## src/rtl/assert_macros.svh

```systemverilog
// assertion macros shared by the fragment reassembly deframer rtl
// expects clk and rst_n in scope at the point of use
`ifndef ASSERT_MACROS_SVH
`define ASSERT_MACROS_SVH

// condition that must hold at every clock edge outside reset
`define FRD_ASSERT(label, cond, msg) \
    label: assert property (@(posedge clk) disable iff (!rst_n) (cond)) else $error(msg);

// implication checked at every clock edge outside reset
`define FRD_ASSERT_IMP(label, ante, cons, msg) \
    label: assert property (@(posedge clk) disable iff (!rst_n) (ante) |-> (cons)) \
        else $error(msg);

`endif

```

## src/rtl/frd_pkg.sv

```systemverilog
// types and constants of the fragment reassembly deframer
// no dependencies
`timescale 1ns / 1ps
`default_nettype none

package frd_pkg;

    // header layout: three little-endian words, twelve bytes
    localparam logic [3:0] HEADER_BYTES    = 4'd12;
    localparam logic [3:0] IDX_FRAGS_LAST  = 4'd3;
    localparam logic [3:0] IDX_TOTAL_LAST  = 4'd7;
    localparam logic [3:0] IDX_PLEN_LAST   = 4'd11;

    // error codes
    localparam logic [2:0] ERR_NONE      = 3'd0;
    localparam logic [2:0] ERR_COUNTDOWN = 3'd1;
    localparam logic [2:0] ERR_TOTAL     = 3'd2;
    localparam logic [2:0] ERR_SHORT     = 3'd3;
    localparam logic [2:0] ERR_OVERRUN   = 3'd4;

    // one received fragment byte
    typedef struct packed {
        logic [7:0] in_byte;
        logic       frag_end;
    } frd_in_t;

    // one result per received byte
    typedef struct packed {
        logic        payload_valid;
        logic [7:0]  payload_byte;
        logic [31:0] payload_offset;
        logic        message_done;
        logic [31:0] message_length;
        logic [2:0]  error_code;
    } frd_out_t;

endpackage

`default_nettype wire

```

## src/rtl/frd_stream_if.sv

```systemverilog
// valid/ready channel carrying one payload item per handshake
// payload type is given by the instantiating module
`timescale 1ns / 1ps
`default_nettype none

interface frd_stream_if #(
    parameter type payload_t = logic
);
    logic     valid;
    logic     ready;
    payload_t payload;

    modport source (output valid, output payload, input ready);
    modport sink   (input valid, input payload, output ready);
endinterface

`default_nettype wire

```

## src/rtl/frd_core.sv

```systemverilog
// deframer state and per-byte decision logic
// depends on frd_pkg and assert_macros.svh
`timescale 1ns / 1ps
`default_nettype none
`include "assert_macros.svh"

module frd_core
    import frd_pkg::*;
(
    input  wire logic     clk,
    input  wire logic     rst_n,
    input  wire logic     step,
    input  wire frd_in_t  item,
    output frd_out_t      result
);

    logic [3:0]  header_index_reg, header_index_next;
    logic [31:0] word_shift_reg, word_shift_next;
    logic [31:0] frags_left_reg, frags_left_next;
    logic [31:0] msg_total_reg, msg_total_next;
    logic [31:0] frag_len_reg, frag_len_next;
    logic [31:0] frag_count_reg, frag_count_next;
    logic [31:0] msg_pos_reg, msg_pos_next;
    logic        awaiting_reg, awaiting_next;
    logic        discarding_reg, discarding_next;

    // next state and result for the byte on the input
    always_comb
    begin
        logic [2:0]  err;
        logic [31:0] ws;
        logic [3:0]  hi_inc;

        header_index_next = header_index_reg;
        word_shift_next   = word_shift_reg;
        frags_left_next   = frags_left_reg;
        msg_total_next    = msg_total_reg;
        frag_len_next     = frag_len_reg;
        frag_count_next   = frag_count_reg;
        msg_pos_next      = msg_pos_reg;
        awaiting_next     = awaiting_reg;
        discarding_next   = discarding_reg;
        result            = '0;
        err               = ERR_NONE;
        ws                = {item.in_byte, word_shift_reg[31:8]};
        hi_inc            = header_index_reg + 4'd1;

        if (discarding_reg)
        begin
            // drop the rest of a failed fragment
            if (item.frag_end)
            begin
                discarding_next   = 1'b0;
                header_index_next = '0;
            end
        end
        else
        begin
            if (header_index_reg < HEADER_BYTES)
            begin
                // header byte
                word_shift_next   = ws;
                header_index_next = hi_inc;
                if (header_index_reg == IDX_FRAGS_LAST)
                begin
                    if (awaiting_reg || ws == frags_left_reg - 32'd1)
                        frags_left_next = ws;
                    else
                        err = ERR_COUNTDOWN;
                end
                else if (header_index_reg == IDX_TOTAL_LAST)
                begin
                    if (awaiting_reg)
                    begin
                        msg_total_next = ws;
                        msg_pos_next   = '0;
                    end
                    else if (ws != msg_total_reg)
                        err = ERR_TOTAL;
                end
                else if (header_index_reg == IDX_PLEN_LAST)
                begin
                    frag_len_next   = ws;
                    frag_count_next = '0;
                    awaiting_next   = 1'b0;
                end
                if (err == ERR_NONE && item.frag_end &&
                    (hi_inc < HEADER_BYTES || frag_len_next != '0))
                    err = ERR_SHORT;
            end
            else
            begin
                // payload byte, extra bytes past the declared length ignored
                if (frag_count_reg < frag_len_reg)
                begin
                    if (msg_pos_reg >= msg_total_reg)
                        err = ERR_OVERRUN;
                    else
                    begin
                        result.payload_valid  = 1'b1;
                        result.payload_byte   = item.in_byte;
                        result.payload_offset = msg_pos_reg;
                        msg_pos_next          = msg_pos_reg + 32'd1;
                        frag_count_next       = frag_count_reg + 32'd1;
                    end
                end
                if (err == ERR_NONE && item.frag_end && frag_count_next < frag_len_reg)
                    err = ERR_SHORT;
            end

            // error restarts the message, fragment end may close it
            if (err != ERR_NONE)
            begin
                result.payload_valid  = 1'b0;
                result.payload_byte   = '0;
                result.payload_offset = '0;
                header_index_next     = '0;
                frag_len_next         = '0;
                frag_count_next       = '0;
                msg_pos_next          = '0;
                awaiting_next         = 1'b1;
                discarding_next       = !item.frag_end;
            end
            else if (item.frag_end)
            begin
                if (frags_left_next == '0)
                begin
                    result.message_done   = 1'b1;
                    result.message_length = msg_total_next;
                    frag_len_next         = '0;
                    frag_count_next       = '0;
                    msg_pos_next          = '0;
                    awaiting_next         = 1'b1;
                end
                header_index_next = '0;
            end
        end
        result.error_code = err;
    end

    // state registers, advanced once per accepted item
    always_ff @(posedge clk or negedge rst_n)
    begin
        if (!rst_n)
        begin
            header_index_reg <= '0;
            word_shift_reg   <= '0;
            frags_left_reg   <= '0;
            msg_total_reg    <= '0;
            frag_len_reg     <= '0;
            frag_count_reg   <= '0;
            msg_pos_reg      <= '0;
            awaiting_reg     <= 1'b1;
            discarding_reg   <= 1'b0;
        end
        else if (step)
        begin
            header_index_reg <= header_index_next;
            word_shift_reg   <= word_shift_next;
            frags_left_reg   <= frags_left_next;
            msg_total_reg    <= msg_total_next;
            frag_len_reg     <= frag_len_next;
            frag_count_reg   <= frag_count_next;
            msg_pos_reg      <= msg_pos_next;
            awaiting_reg     <= awaiting_next;
            discarding_reg   <= discarding_next;
        end
    end

    // checks
    `FRD_ASSERT(a_hdr_index_range, header_index_reg <= HEADER_BYTES, "header index past header")
    `FRD_ASSERT_IMP(a_discard_restarted, discarding_reg, (header_index_reg == '0) && awaiting_reg,
        "discarding without a restarted message")
    `FRD_ASSERT_IMP(a_err_no_output, step && (result.error_code != ERR_NONE),
        !result.payload_valid && !result.message_done, "error item carries payload or done")

endmodule

`default_nettype wire

```

## src/rtl/frd_out_reg.sv

```systemverilog
// result register between the decision logic and the output channel
// depends on frd_pkg, frd_stream_if and assert_macros.svh
`timescale 1ns / 1ps
`default_nettype none
`include "assert_macros.svh"

module frd_out_reg
    import frd_pkg::*;
(
    input  wire logic       clk,
    input  wire logic       rst_n,
    input  wire logic       load,
    input  wire frd_out_t   result,
    output logic            space,
    frd_stream_if.source    msg_out
);

    logic     valid_reg;
    frd_out_t data_reg;

    // room for a new item when empty or when the held one leaves now
    assign space = !valid_reg || msg_out.ready;

    // valid flag
    always_ff @(posedge clk or negedge rst_n)
    begin
        if (!rst_n)
            valid_reg <= 1'b0;
        else if (load)
            valid_reg <= 1'b1;
        else if (msg_out.ready)
            valid_reg <= 1'b0;
    end

    // payload holds while stalled
    always_ff @(posedge clk)
    begin
        if (load)
            data_reg <= result;
    end

    assign msg_out.valid   = valid_reg;
    assign msg_out.payload = data_reg;

    // checks
    `FRD_ASSERT_IMP(a_no_space_when_stalled, !space, valid_reg && !msg_out.ready,
        "upstream blocked without a stalled item")
    `FRD_ASSERT_IMP(a_load_only_with_space, load, space, "item loaded over a held result")

endmodule

`default_nettype wire

```

## src/rtl/fragment_reassembly_deframer_unit.sv

```systemverilog
// Fragment reassembly deframer, top level.
// Channel frag_in (sink) takes one fragment byte per item: in_byte and frag_end,
// the latter marking the last byte of a fragment. Each fragment starts with a
// 12-byte header (fragments to come, message total, payload length, all
// little-endian 32-bit words) followed by its payload.
// Channel msg_out (source) gives exactly one result item per input item:
// payload byte with its message offset, message done with the total length,
// or an error code (countdown, total changed, fragment short, overrun), or none.
// A result is registered and offered in the cycle after its byte is accepted.
// Throughput: one byte per cycle; the state update is a single pass of compares
// and 32-bit counter increments, so a byte can follow in every unstalled cycle.
// Stall: a result waits in the output register; frag_in.ready stays high while
// that register is empty or is being emptied in the same cycle, so a stall on
// msg_out holds off frag_in only while a result is actually waiting.
// Reset (rst_n, asynchronous, active low): output empty, header counter at
// zero, waiting for the first fragment of a message.
// depends on frd_pkg, frd_stream_if, frd_core, frd_out_reg
`timescale 1ns / 1ps
`default_nettype none

module fragment_reassembly_deframer_unit
    import frd_pkg::*;
(
    input  wire logic     clk,
    input  wire logic     rst_n,
    frd_stream_if.sink    frag_in,
    frd_stream_if.source  msg_out
);

    logic     accept;
    logic     space;
    frd_in_t  item;
    frd_out_t result;

    // input handshake
    assign frag_in.ready = space;
    assign accept        = frag_in.valid && space;
    assign item          = frag_in.payload;

    // per-byte decision and state
    frd_core u_core (
        .clk    (clk),
        .rst_n  (rst_n),
        .step   (accept),
        .item   (item),
        .result (result)
    );

    // result register
    frd_out_reg u_out (
        .clk     (clk),
        .rst_n   (rst_n),
        .load    (accept),
        .result  (result),
        .space   (space),
        .msg_out (msg_out)
    );

endmodule

`default_nettype wire
```

## src/flat_wrapper.sv

```systemverilog
// flat-port wrapper written by rule: the top's interface ports become plain ports
module fragment_reassembly_deframer_unit_flat import frd_pkg::*;
  (clk, rst_n, frag_in_valid, frag_in_payload, frag_in_ready, msg_out_valid, msg_out_payload, msg_out_ready);
  frd_stream_if frag_in_i ();
  frd_stream_if msg_out_i ();
  input  wire logic clk;
  input  wire logic rst_n;
  input wire logic [$bits(frag_in_i.valid)-1:0] frag_in_valid;
  input wire logic [$bits(frag_in_i.payload)-1:0] frag_in_payload;
  output wire logic [$bits(frag_in_i.ready)-1:0] frag_in_ready;
  output wire logic [$bits(msg_out_i.valid)-1:0] msg_out_valid;
  output wire logic [$bits(msg_out_i.payload)-1:0] msg_out_payload;
  input wire logic [$bits(msg_out_i.ready)-1:0] msg_out_ready;
  assign frag_in_i.valid = frag_in_valid;
  assign frag_in_i.payload = frag_in_payload;
  assign frag_in_ready = frag_in_i.ready;
  assign msg_out_valid = msg_out_i.valid;
  assign msg_out_payload = msg_out_i.payload;
  assign msg_out_i.ready = msg_out_ready;
  fragment_reassembly_deframer_unit u_core (.clk(clk), .rst_n(rst_n), .frag_in(frag_in_i), .msg_out(msg_out_i));
endmodule
```

## config.mk

```make
export PLATFORM = sky130hd
export DESIGN_NAME = fragment_reassembly_deframer_unit_flat
export DESIGN_NICKNAME = d
export VERILOG_FILES = /design/src/rtl/frd_pkg.sv /design/src/rtl/frd_stream_if.sv /design/src/rtl/frd_core.sv /design/src/rtl/frd_out_reg.sv /design/src/rtl/fragment_reassembly_deframer_unit.sv /design/src/flat_wrapper.sv
export VERILOG_INCLUDE_DIRS = /design/src /design/src/rtl
export SDC_FILE = /design/constraint.sdc
export NUM_CORES = 1
export LEC_CHECK = 0
export BUFFER_PORTS_ARGS = -buffer_cell sky130_fd_sc_hd__buf_4
export CAP_MARGIN = 20
export CORE_MARGIN = 5
export CORE_UTILIZATION = 45
export DETAILED_ROUTE_END_ITERATION = 8
export PLACE_DENSITY = 0.65
export SLEW_MARGIN = 40
export SYNTH_ARGS = -nofsm -noshare
export SYNTH_HDL_FRONTEND = slang
export SYNTH_SLANG_ARGS = --single-unit
```

## constraint.sdc

```tcl
create_clock -name clk -period 4.25 [get_ports clk]
set_input_delay 0.425 -clock clk [delete_from_list [all_inputs] [get_ports clk]]
set_output_delay 0.425 -clock clk [all_outputs]
set_load 0.01 [all_outputs]
```

==> PnR_summary.wiki <==
{| class="wikitable"
! Metric !! Value
|-
| Max-capacitance violation count || 0
|-
| Worst-case vdd ir drop || 0.233 mV
|-
| Most Frequent Cell on Critical Path || sky130_fd_sc_hd__o21ai_0
|-
| Area overhead of the layout relative to synthesis || 8.61%
|-
| Fraction of the cycle the final worst path needs || 66.5%
|-
| Startpoint Class || flop
|-
| Most used standard cell by instance count after synthesis || sky130_fd_sc_hd__dfrtp_1
|-
| Vias in the first global route || 2818
|-
| Antenna violations before repair || 0
|-
| Worst path top cell family by delay || compound AO/OA/AOI/OAI gates
|-
| Commonest register cell after synthesis || sky130_fd_sc_hd__dfrtp_1
|-
| Largest net degree at the start of global routing || 77
|-
| Cell depth of the worst flop-to-flop path || 10
|-
| Wire length per cell || 13.2 um
|-
| Final setup skew || 15.1 ps
|-
| Number of synthesis warnings || 0
|-
| Number of buffers added to fix hold violations after cts || 0
|-
| Start-to-end type of the worst setup path || flop to flop
|-
| Total standard cell area after synthesis || 4550 sq um
|-
| Met3 usage || 3.77%
|-
| FF+latch area || 2610 sq um
|-
| Number of nets with antenna violations after detailed routing || 0
|-
| H-tree level count || 3
|-
| First DRT Iteration DRCs || 130
|-
| Number of ports placed on the die boundary || 8
|-
| All-Layer GR Usage || 13.1%
|-
| Number of design rule violations left after detail routing || 0
|-
| Final-report setup violation count || 0
|-
| Most common library cells after synthesis || sky130_fd_sc_hd__dfrtp_1 (102), sky130_fd_sc_hd__and2_1 (91), sky130_fd_sc_hd__inv_1 (36)
|-
| Overall via count from detail_route || 2703
|-
| Cell area power density || 354 nW/um^2
|-
| Via density per instance || 4.89
|-
| Cell count after synthesis || 404
|-
| Status || complete, no violations
|-
| Most utilized layer in the global route result || met2
|-
| Final core utilization || 50.3%
|-
| N_diodes || 0
|-
| Critical Path, Cell by Cell || inv_1 > ha_1 > a211oi_1 > o21ai_0 > a41oi_1 > o21ai_0 > a31o_2 > o21a_1 > a211o_4 > and2_2
|-
| Share of synthesized area occupied by flip-flops and latches || 57.4%
|-
| Required @ worst endpoint || 4510 ps
|-
| Setup bufs post-CTS || 0
|-
| Std-Cell Rows || 36
|-
| Post-DP HPWL || 4.97 mm
|-
| Fraction of layout instances using a drive strength above 1 || 8.81%
|-
| Number of pins exceeding their max-slew limit in the final report || 0
|-
| Number of flops mapped to enable cells by yosys || 1
|-
| Setup Total Neg Slack || 0 ps
|-
| Multi-input gate area || 1740 sq um
|-
| Effective utilization at floorplan || 46.3%
|-
| Slew at the pin with the worst max-slew slack || 658 ps
|-
| Synth Net Count || 441
|-
| Count of buffers inserted at the top-level ports || 7
|-
| Filler Cells Inserted || 892
|-
| Total Routed Length || 7.28 mm
|-
| Largest driver fanout on the critical path || 64
|-
| Longest Clk Path Bufs || 2
|-
| Total count of hold-check failures in the final report || 0
|-
| Slowest stage cell on the critical path || sky130_fd_sc_hd__a211o_4
|-
| Number of sinks handled by clock tree synthesis || 104
|-
| Inserted Clock Buffers || 9
|-
| Register bit total from synthesis || 104
|-
| Placeable core area || 9820 sq um
|-
| Mean Syn Cell Area || 11.3 sq um
|-
| Overall die width || 111 um
|-
| Worst skew pair latency || 370 ps
|-
| Biggest area contributors in the synthesized netlist || sky130_fd_sc_hd__dfrtp_1 (56%), sky130_fd_sc_hd__and2_1 (13%), sky130_fd_sc_hd__ha_1 (8.8%)
|-
| Dominant cell type by area after synthesis || sky130_fd_sc_hd__dfrtp_1
|-
| Relative slew margins || 56.2%
|-
| Pleak || 2.45 nW
|-
| Met2 global-route usage || 21.0%
|-
| CTS clock-pin slew for the worst setup and hold paths || 100 ps
|-
| RSZ-0062 raised after global routing || false
|-
| Global-route wire length before repair || 13.2 mm
|-
| Final weighted congestion of routability-driven global placement || 0.767
|-
| Slowest cell delay on critical path || 530 ps
|-
| CTS tree || built
|-
| Proportion of register bits with asynchronous set or reset after synthesis || 99.0%
|-
| Sort of element at the end of the critical path || flop
|-
| Number of nets in the final layout || 452
|-
| Fraction of post-synthesis cell area in the top cell type by area || 56.1%
|-
| Crit path buf inv count || 1
|-
| Total die area || 12200 sq um
|-
| Number of cells on the critical path || 10
|-
| Number of different library cells in the post-synthesis netlist || 38
|-
| Met1 usage || 17.1%
|-
| Final min period || 2830 ps
|-
| DIE HEIGHT || 111 um
|-
| Post-cts repair resize count || 0
|-
| FMAX || 354 MHz
|-
| Worst endpoint data arrival time || 3090 ps
|-
| First drt pass iteration count || 4
|-
| Congestion Overflow GR || 0
|-
| CTS Root Buffer Type || sky130_fd_sc_hd__clkbuf_8
|-
| Worst hold path type || input pin to asynchronous set/reset pin
|}
==> per-layer routing <==
metal  share of wire, %  vias to the layer above
li1                   -                     1360
met3                2.6                       12
met2                 47                       23
met4                1.3                        0
met1                 49                     1308
met5                  0                        -
==> final timing paths <==
check	startpoint	endpoint	slack, ps
max	u_core.u_core.frag_len_reg[7]$_DFFE_PN0P_	u_core.u_core.frag_count_reg[2]$_DFFE_PN0P_	1420
min	rst_n	u_core.u_core.frag_count_reg[12]$_DFFE_PN0P_	40
max reg2reg	u_core.u_core.frag_len_reg[7]$_DFFE_PN0P_	u_core.u_core.frag_count_reg[2]$_DFFE_PN0P_	1420
min reg2reg	u_core.u_core.frag_len_reg[7]$_DFFE_PN0P_	u_core.u_core.frag_len_reg[7]$_DFFE_PN0P_	490
max in group asynchronous	rst_n	u_core.u_core.frag_count_reg[28]$_DFFE_PN0P_	3390
min in group clk	frag_in_payload	u_core.u_core.discarding_reg$_DFFE_PN0P_	260
==> layout by cell type, fill, tap and decap left out, types with 10 or more instances in the layout <==
| master | synthesis | layout |
|---|---|---|
| sky130_fd_sc_hd__a21oi_1 | 17 | 17 |
| sky130_fd_sc_hd__inv_1 | 36 | 36 |
| sky130_fd_sc_hd__clkbuf_8 | 0 | 10 |
| sky130_fd_sc_hd__dfrtp_1 | 102 | 102 |
| sky130_fd_sc_hd__nor4_1 | 12 | 12 |
| sky130_fd_sc_hd__nor2_1 | 17 | 17 |
| sky130_fd_sc_hd__and2_1 | 91 | 91 |
| sky130_fd_sc_hd__ha_1 | 32 | 32 |
| sky130_fd_sc_hd__o21ai_0 | 11 | 11 |
| sky130_fd_sc_hd__nand2_1 | 15 | 15 |
==> cell type report <==
type,count,share of cell area [%]
sequential,104,52.8
multi-input combinational,255,35.2
tap,133,3.37
clock buffer,10,2.79
inverter,36,2.74
clock inverter,6,1.52
timing repair buffer,9,1.52
==> per-stage QoR <==
stage | worst slack, ps | area, sq um | hold WS, ps | instances | total power [mW]
after global placement | 1120 | 4700 | 469 | 536 | 1.12
final | 1420 | 4940 | 40.3 | 553 | 1.75
after CTS | 1000 | 4920 | 68.3 | 552 | 1.77
after floorplan | 1870 | 4550 | 129 | 404 | 1.08
after detailed placement | 1030 | 4710 | 471 | 536 | 1.12
after global routing | 1200 | 4940 | 86.3 | 553 | 1.83
==> cells by family (layout without fill, tap and decap cells) <==
logic type / Yosys count / after routing / synth area share, %
buf+inv: 45 / 61 / 4.51
xor+xnor: 3 / 3 / 0.578
compound gates: 43 / 43 / 5.75
fa+ha+maj: 32 / 32 / 8.81
simple gates: 176 / 176 / 22.7
flops: 104 / 104 / 57.4
mux: 1 / 1 / 0.248
==> worst reg2reg max path, delay by kind of cell, from the launching register on <==
| kind | cells | cell delay, ps |
|---|---|---|
| buffers and inverters | 1 | 60 |
| adders and majority gates | 1 | 310 |
| AOI/OAI and AO/OA | 7 | 1710 |
| and+or+nand+nor | 1 | 310 |
| DFF | 1 | 340 |
==> where the power goes <==
group / leakage [nW] / switching [mW] / internal (mW)
logic: 0.908 / 0.0571 / 0.0267
clock network: 0.105 / 0.347 / 0.297
registers: 1.44 / 0.0173 / 1.00
Note: power is estimated with default switching activity, not from simulation.
